===== src/rtl/core/qrs_pfc_tap_cell.sv =====
// One tap of a delay line: a register that takes its neighbour's value on each shift.
`timescale 1ns / 1ps

module qrs_pfc_tap_cell #(
    parameter int unsigned WIDTH = 32
) (
    input  logic             i_clk,
    input  logic             i_rst_n,
    input  logic             i_en,
    input  logic [WIDTH-1:0] i_d,
    output logic [WIDTH-1:0] o_q
);

    logic [WIDTH-1:0] r_q;

    always_ff @(posedge i_clk) begin
        if (!i_rst_n) begin
            r_q <= '0;
        end else if (i_en) begin
            r_q <= i_d;
        end
    end

    assign o_q = r_q;

endmodule


===== config.mk =====
export PLATFORM = sky130hd
export DESIGN_NAME = qrs_pfc_tap_cell
export DESIGN_NICKNAME = d
export VERILOG_FILES = /design/src/rtl/core/qrs_pfc_tap_cell.sv
export SDC_FILE = /design/constraint.sdc
export NUM_CORES = 1
export LEC_CHECK = 0
export ABC_AREA = 0
export BUFFER_PORTS_ARGS = -buffer_cell sky130_fd_sc_hd__buf_2
export CORE_MARGIN = 8
export CORE_UTILIZATION = 40
export DETAILED_ROUTE_END_ITERATION = 7
export PLACE_DENSITY = 0.72
export SLEW_MARGIN = 20
export SYNTH_ARGS = -nofsm -noshare
export SYNTH_HDL_FRONTEND = slang
export SYNTH_SLANG_ARGS = --single-unit

===== constraint.sdc =====
create_clock -name i_clk -period 1.2 [get_ports i_clk]
set_clock_uncertainty 0.05 [all_clocks]
set_input_delay 0.3 -clock i_clk [delete_from_list [all_inputs] [get_ports i_clk]]
set_output_delay 0.3 -clock i_clk [all_outputs]
set_load 0.01 [all_outputs]

==> results.ini <==
[outcome]
outcome = finished, final reports clean

[sta]
final_max_slew_viol_count = 0
relSlewSlack_pct = 72.9
min_period_ns = 1.14
hold_viol_final = 0
fin_crit_sh_pct = 95.3
setup_viol = 0
worst_slack_ns = 0.0564
fmax_mhz = 874
worst_slew_pin_slew_ns = 0.407

[floorplan]
start_util_pct = 41.4
die_w_um = 71.8
boundaryPins = 67
num_rows = 20
core_mm2 = 0.00300
die_y_um = 71.8
dieArea_mm2 = 0.00515

[logic_synthesis]
ys_types = 6
avgSynthCellArea_um2 = 12.1
synth.net_count = 138
ys_ff_latch = 32
syn_area_mm2 = 0.00124
syn_inst = 103
yosysSeqAreaShare_pct = 51.5
ys_warn_count = 0

[clock_network]
cts_buffers = 5
clk_path_buf_depth = 2
cts_resized = 0
clkTransAtPathRegs_ns = 0.09
cts_setup_buffers = 0
clk_latency_ns = 0.31
cts_tree = done
ctsHoldBuffers = 0
cts_root_buf = clkbuf_4
cts_max_level = 2
cts.sinks = 32

[routing]
drtAntennaViolNets = 0
vias = 918
vias_per_cell = 4.48
drt-total-wl_mm = 2.78
detail_route.wl_per_cell_um = 13.6
drt_iter0_markers = 25
drc_errors = 0
dr.pass1.iters = 3

[place]
place_ws_ns = 0.0999
hpwl_mm = 2.15
io_buffers = 66
gp_congestion = 0.707

[global_route]
grt-ovfl-total = 0
grt_max_degree = 33
grt_pass1_vias = 1009
antenna_found_initial = 0
track_usage_pct = 11.0
grt_pass1_wl_mm = 4.52

[critical_path]
cpPeakStageDelay_ns = 0.34
critPathMaxFanout = 2
worstSetupPathType = reg -> out
worstPathArrival_ns = 0.79
crit_chain = buf_2
startpoint_type = register
worst_ep_required_time_ns = 0.85
crit_slowest_cell = dfxtp_1
timing.critical_path.buf_inv = 1
end_kind = output port
crit_family = flip-flops

[pwr]
internal_power_mw = 1.59
pwr_density_cell_mw_per_mm2 = 1270
p_comb_share_pct = 15.1
clkPwrFrac_pct = 29.4
swShare_pct = 23.9
ir_worst_vdd_mv = 0.668
net-switching-power_mw = 0.499
p_total_mw = 2.09
p_leak_nw = 0.860
pwr-share-seq_pct = 55.5

[layout]
drive_gt1_share_pct = 51.2
n_antenna_cell = 0
multi_input_area_um2 = 520
synthToLayoutAreaGrowth_pct = 32.6
nFillCells = 277
fin_nets = 206
seqCellArea_um2 = 658
largest_reg_flops = 32

[flow_run]
cap_violations = 0

[hold_path]
hold_path_class = in -> reg

[area by class of cell]
class                           count  area share (%)
Timing Repair Buffer               68            22.5
Multi-Input combinational cell     64            31.6
Tap cell                           33            2.50
Sequential cell                    32            39.9
Clock buffer                        8            3.57
[logic make-up (layout without fill, tap and decap cells)]
group / after synthesis / count (layout) / share of synthesized area [%]
mux: 32 / 32 / 25.8
flops: 32 / 32 / 51.5
simple gates: 32 / 32 / 16.1
buf+inv: 7 / 76 / 6.64
[cell usage in the layout (no fill, tap or decap)]
cell type  synthesis  final
buf_2              0     66
mux2i_1           32     32
nor2b_1           32     32
dfxtp_1           32     18
dfxtp_2            0     14
clkbuf_4           0      5
clkbuf_1           3      2
buf_12             3      2
clkbuf_8           0      1
[metal layers]
layer / routed length (µm) / GRT usage (%)
met4: 7 / 2.72
met2: 1370 / 18.7
met5: 0 / 0
met3: 342 / 8.37
met1: 1060 / 10.1
[worst paths after layout]
path / slack, ns / end / cells past startpoint / from
setup / recovery: 0.06 / o_q[14] / 1 / o_q[14]$_SDFFE_PN0P_
hold / removal: 0.19 / o_q[1]$_SDFFE_PN0P_ / 3 / i_d[1]
setup reg to reg: 0.51 / o_q[12]$_SDFFE_PN0P_ / 2 / o_q[12]$_SDFFE_PN0P_
hold reg to reg: 0.46 / o_q[23]$_SDFFE_PN0P_ / 2 / o_q[23]$_SDFFE_PN0P_
[cells in the mapped netlist]
cell	count	area, µm²
clkbuf_1	3	11.3
buf_6	1	11.3
dfxtp_1	32	641
nor2b_1	32	200
buf_12	3	60.1
mux2i_1	32	320
[worst register-to-register path: cells and delay by family, from the launching register on]
family	cells	cell delay, ns
and+or+nand+nor	1	0.07
DFF	1	0.33
muxes	1	0.13
[metrics by stage]
step / setup TNS (ns) / instances / util [%] / hold WS (ns) / cell area, µm²
6_report: 0 / 205 / 54.9 / 0.186 / 1650
5_1_grt: -0.00962 / 205 / 54.9 / 0.168 / 1650
4_1_cts: 0 / 205 / 54.3 / 0.169 / 1630
3_5_place_dp: 0 / 197 / 52.4 / 0.450 / 1570
3_3_place_gp: 0 / 197 / 52.4 / 0.441 / 1570
2_1_floorplan: 0 / 103 / - / 0.378 / 1240
[power by group through the flow]
stage / sequential, mW / combinational (mW) / clock, mW
after global placement: 1.18 / 0.313 / 0
after global routing: 1.17 / 0.347 / 0.705
final: 1.16 / 0.316 / 0.614
after detailed placement: 1.18 / 0.322 / 0
after floorplan: 1.21 / 0.159 / 0
after CTS: 1.16 / 0.322 / 0.645
Note: power is estimated with default switching activity, not from simulation.
