`src/rtl/core/qrs_pfc_pkg.sv`:
```
// Shared types, constants and helpers of the QRS preprocessing filter chain.
`timescale 1ns / 1ps

package qrs_pfc_pkg;

    localparam int unsigned DATA_W    = 32;
    localparam int unsigned IN_W      = 16;
    // Taps that are really read: the raw line up to x12, the low-pass line up to
    // the one that becomes lp32, the high-pass line up to the one that becomes h4.
    localparam int unsigned RAW_DEPTH = 12;
    localparam int unsigned LPL_DEPTH = 31;
    localparam int unsigned HPL_DEPTH = 3;
    // Quotient bits resolved by each divider cell but the last, which takes the bits left over.
    localparam int unsigned DIV_BITS  = 6;

    // Stage values that travel with an item down the back half of the chain.
    typedef struct packed {
        logic              neg;
        logic [DATA_W-1:0] sq;
        logic [DATA_W-1:0] sl;
        logic [DATA_W-1:0] hp;
        logic [DATA_W-1:0] lp;
    } t_carry;

    // Signed division by two to the power sh, rounding toward zero.
    function automatic logic [DATA_W-1:0] f_sdiv_pow2(input logic [DATA_W-1:0] v,
                                                       input int unsigned sh);
        logic [DATA_W-1:0] bias;
        logic [DATA_W-1:0] biased;
        bias   = (DATA_W'(1) << sh) - DATA_W'(1);
        biased = v[DATA_W-1] ? v + bias : v;
        return DATA_W'($signed(biased) >>> sh);
    endfunction

endpackage

```
`src/rtl/core/qrs_pfc_div_cell.sv`:
```
// One cell of the window divider: a few restoring steps of division by a constant.
`timescale 1ns / 1ps

module qrs_pfc_div_cell #(
    parameter int unsigned MAG_W   = 37,
    parameter int unsigned REM_W   = 5,
    parameter int unsigned DIVISOR = 30,
    parameter int unsigned STEPS   = 6
) (
    input  logic                  i_clk,
    input  logic                  i_en,
    input  logic [REM_W-1:0]      i_rem,
    input  logic [MAG_W-1:0]      i_nq,
    input  qrs_pfc_pkg::t_carry   i_car,
    output logic [REM_W-1:0]      o_rem,
    output logic [MAG_W-1:0]      o_nq,
    output qrs_pfc_pkg::t_carry   o_car
);

    localparam logic [REM_W:0] DIV_C = (REM_W + 1)'(DIVISOR);

    logic [REM_W-1:0]    v_rem;
    logic [MAG_W-1:0]    v_nq;
    logic [REM_W-1:0]    r_rem;
    logic [MAG_W-1:0]    r_nq;
    qrs_pfc_pkg::t_carry r_car;

    // The dividend shifts out at the top while quotient bits shift in at the bottom.
    always_comb begin : p_steps
        logic [REM_W:0] v_trial;
        v_rem = i_rem;
        v_nq  = i_nq;
        for (int s = 0; s < STEPS; s++) begin
            v_trial = {v_rem, v_nq[MAG_W-1]};
            v_nq    = {v_nq[MAG_W-2:0], 1'b0};
            if (v_trial >= DIV_C) begin
                v_trial  = v_trial - DIV_C;
                v_nq[0]  = 1'b1;
            end
            v_rem = v_trial[REM_W-1:0];
        end
    end

    always_ff @(posedge i_clk) begin
        if (i_en) begin
            r_rem <= v_rem;
            r_nq  <= v_nq;
            r_car <= i_car;
        end
    end

    assign o_rem = r_rem;
    assign o_nq  = r_nq;
    assign o_car = r_car;

endmodule

```
`config.mk`:
```
export PLATFORM = sky130hd
export DESIGN_NAME = qrs_pfc_div_cell
export DESIGN_NICKNAME = d
export VERILOG_FILES = /design/src/rtl/core/qrs_pfc_pkg.sv /design/src/rtl/core/qrs_pfc_div_cell.sv
export SDC_FILE = /design/constraint.sdc
export NUM_CORES = 1
export LEC_CHECK = 0
export BUFFER_PORTS_ARGS = -buffer_cell sky130_fd_sc_hd__buf_4
export CORE_MARGIN = 2
export CORE_UTILIZATION = 30
export DETAILED_ROUTE_END_ITERATION = 12
export GPL_TIMING_DRIVEN = 0
export HOLD_SLACK_MARGIN = 0.03
export PLACE_DENSITY = 0.56
export SLEW_MARGIN = 20
export SYNTH_ARGS = -nofsm -noshare
export SYNTH_HDL_FRONTEND = slang
export SYNTH_SLANG_ARGS = --single-unit
```
`constraint.sdc`:
```
create_clock -name i_clk -period 3.8 [get_ports i_clk]
set_input_delay 0 -clock i_clk [delete_from_list [all_inputs] [get_ports i_clk]]
set_output_delay 0 -clock i_clk [all_outputs]
set_load 0.02 [all_outputs]
```
==> results.toml <==
[drt]
ant_nets = 0
drt-initial-drc-count = 206
firstDrtPassIters = 4
wl_per_cell_um = 19.2
vias = 5097
drc = 0
wirelength_um = 21900
viasPerCell = 4.48

[critical_path]
cp.depth = 19
crit_type = "in2reg"
crit_buf_inv = 2
max_stage_delay_ns = 0.55
cp.arrival_ns = 3.79
path_cells = "buf_4 > buf_6 > nor2b_1 > a21o_1 > ha_1 > nand2b_1 > o31ai_1 > a311oi_4 > nand3_4 > or4_1 > nand3_1 > nor2_1 > or2_2 > ha_1 > nand3_2 > nor2b_1 > a32o_1 > a221oi_1 > a31oi_1"
worstSetupStartpoint = "i_rem[0]"
worstSetupEndpoint = "o_rem[4]"
cp-end-kind = "register"
worstSetupStartpointType = "input port"
crit_family = "simple AND/OR/NAND/NOR gates"
cp_max_fo = 9
slowest_stage = "or4_1"
critical_path_required_ns = 3.96

[sta]
fin_crit_ns = 3.62
worst_slack_ns = 0.177
drv_slew = 0
relSlewSlack = 0.452
final.setup.tns_ns = 0
timing.final.crit_share = 0.954
finalSetupViolations = 0
hold_slack_ns = 0.127
worst_pin_slew_ns = 0.816
finalHoldViolCount = 0
fmax_mhz = 276

[die]
rows = 52
die_area_mm2 = 0.0220
start_util = 0.307
io_pins = 344
fp.dieH_um = 148
die_x_um = 148
core_area_mm2 = 0.0204

[cts]
clkTransAtPathRegs_ns = 0.07
cts_root_buffer = "clkbuf_16"
htree_num_levels = 4
tritoncts = "built"
clock-sinks = 171
clockBufferDepth = 2
cts_buffers = 17

[placed_design]
port_buffers = 341
dpl.cell_count = 934
placed_area_mm2 = 0.00919
hpwl_um = 15200
gp_congestion = 0.807
place_ws_ns = -0.567

[power]
power.density_mw_per_mm2 = 441
p_leak_uw = 0.00478
max-vdd-ir-drop_uv = 284

[synthesis]
synth_edf_count = 171
ys_seq_area_frac = 0.821
syn_area_mm2 = 0.00626
synth_ff_type = "edfxtp_1"
ys.warnings.count = 0
yosys.cell_count.top_type = "edfxtp_1"
ys_ff_latch = 171
syn_inst = 322
ys_async_sr_fraction = 0
synth.area.top_cells = "edfxtp_1 82%, ha_1 1.2%, a311oi_4 0.84%, nor2_1 0.78%, a21oi_1 0.72%"
yosysUniqueCellTypes = 62
yosysTopAreaCellShare = 0.821
syn_area_per_cell_um2 = 19.4
synth_commonest_cells = "171 x edfxtp_1, 13 x nor2_1, 12 x nand2_1"
syn_nets = 501
yosysTopAreaCell = "edfxtp_1"

[min_path]
hold_path_class = "in2reg"

[final_layout]
fin_cells = 1138
drive_above_1_share = 0.477
syn_to_final_growth_pct = 84.0
finalInstanceArea_mm2 = 0.0115
n_antenna_cell = 0
fin_nets = 1034

[grt]
grt_max_degree = 101
grt_pass1_wl_um = 31000
antenna_found_initial = 0
grt_pass1_vias = 5277
grt_usage = 0.191
grt.overflow.total = 0

[flow_run]
max_cap_viol_count = 0

[outcome]
status = "finished clean"
per-layer routing:
metal,up-vias,global-route usage,wire (um)
met5,-,0,0
met2,191,0.367,12100
li1,2359,-,-
met1,2516,0.198,7950
met4,0,0.0738,585
met3,31,0.0475,1250
repair_timing:
item                                    4_1_cts  5_1_grt
resized for setup                             3        7
pin swaps                                     0        5
endpoints found under the setup margin        2        5
setup buffers                                 0        8
hold buffers                                164        0
endpoints found under the hold margin       164        0
stage by stage:
step           power (uW)   util
6_report             5080  0.565
5_1_grt              5270  0.565
4_1_cts              5090  0.560
3_5_place_dp         3290  0.451
3_3_place_gp         3270  0.449
2_1_floorplan        2790      -
placed cells by master (no fill, tap or decap), drive strengths merged, types with 4 or more instances in the layout:
master	count
a211oi	5
a21o	4
a21oi	9
a221oi	4
a31oi	4
a32o	4
buf	354
clkbuf	19
clkinv	5
dlygate4sd3	164
edfxtp	171
ha	6
inv	16
mux2i	4
nand2	12
nand3	7
nor2	14
nor2b	4
o21ai	7
or2	5
or3	4
layout make-up:
cell class / count / area (um^2)
fillers: 1605 / 8850
flip-flops and latches: 171 / 5130
repair buffers: 514 / 4300
multi-input cells: 136 / 1110
clock buffers: 17 / 425
well taps: 270 / 338
clock inverters: 15 / 135
plain buffers: 6 / 37.5
inverters: 9 / 33.8
state kept, by name, summed over array words and instances, names as in the netlist:
name	flops
o_car	129
o_nq	37
o_rem	5
power by group:
group / leakage, uW / internal, uW / switching, uW
Clock: 0.000264 / 860 / 776
Sequential: 0.00167 / 2260 / 47.2
Combinational: 0.00284 / 551 / 582
logic make-up after synthesis:
family,share of synthesized area
compound gates,0.0810
xor+xnor,0.00560
fa+ha+maj,0.0120
buf+inv,0.0114
flops,0.821
mux,0.0102
simple gates,0.0590
worst min path at each step:
stage | from | end | depth (start not counted)
floorplan | i_car[0] | o_car[0] | 0
global route | i_en | o_car[80] | 1
finish | i_en | o_nq[28] | 1
detailed placement | i_car[121] | o_car[121] | 1
CTS | i_en | o_car[49] | 1
global placement | i_car[79] | o_car[79] | 1
No activity file was read; power rests on OpenSTA's default activity.
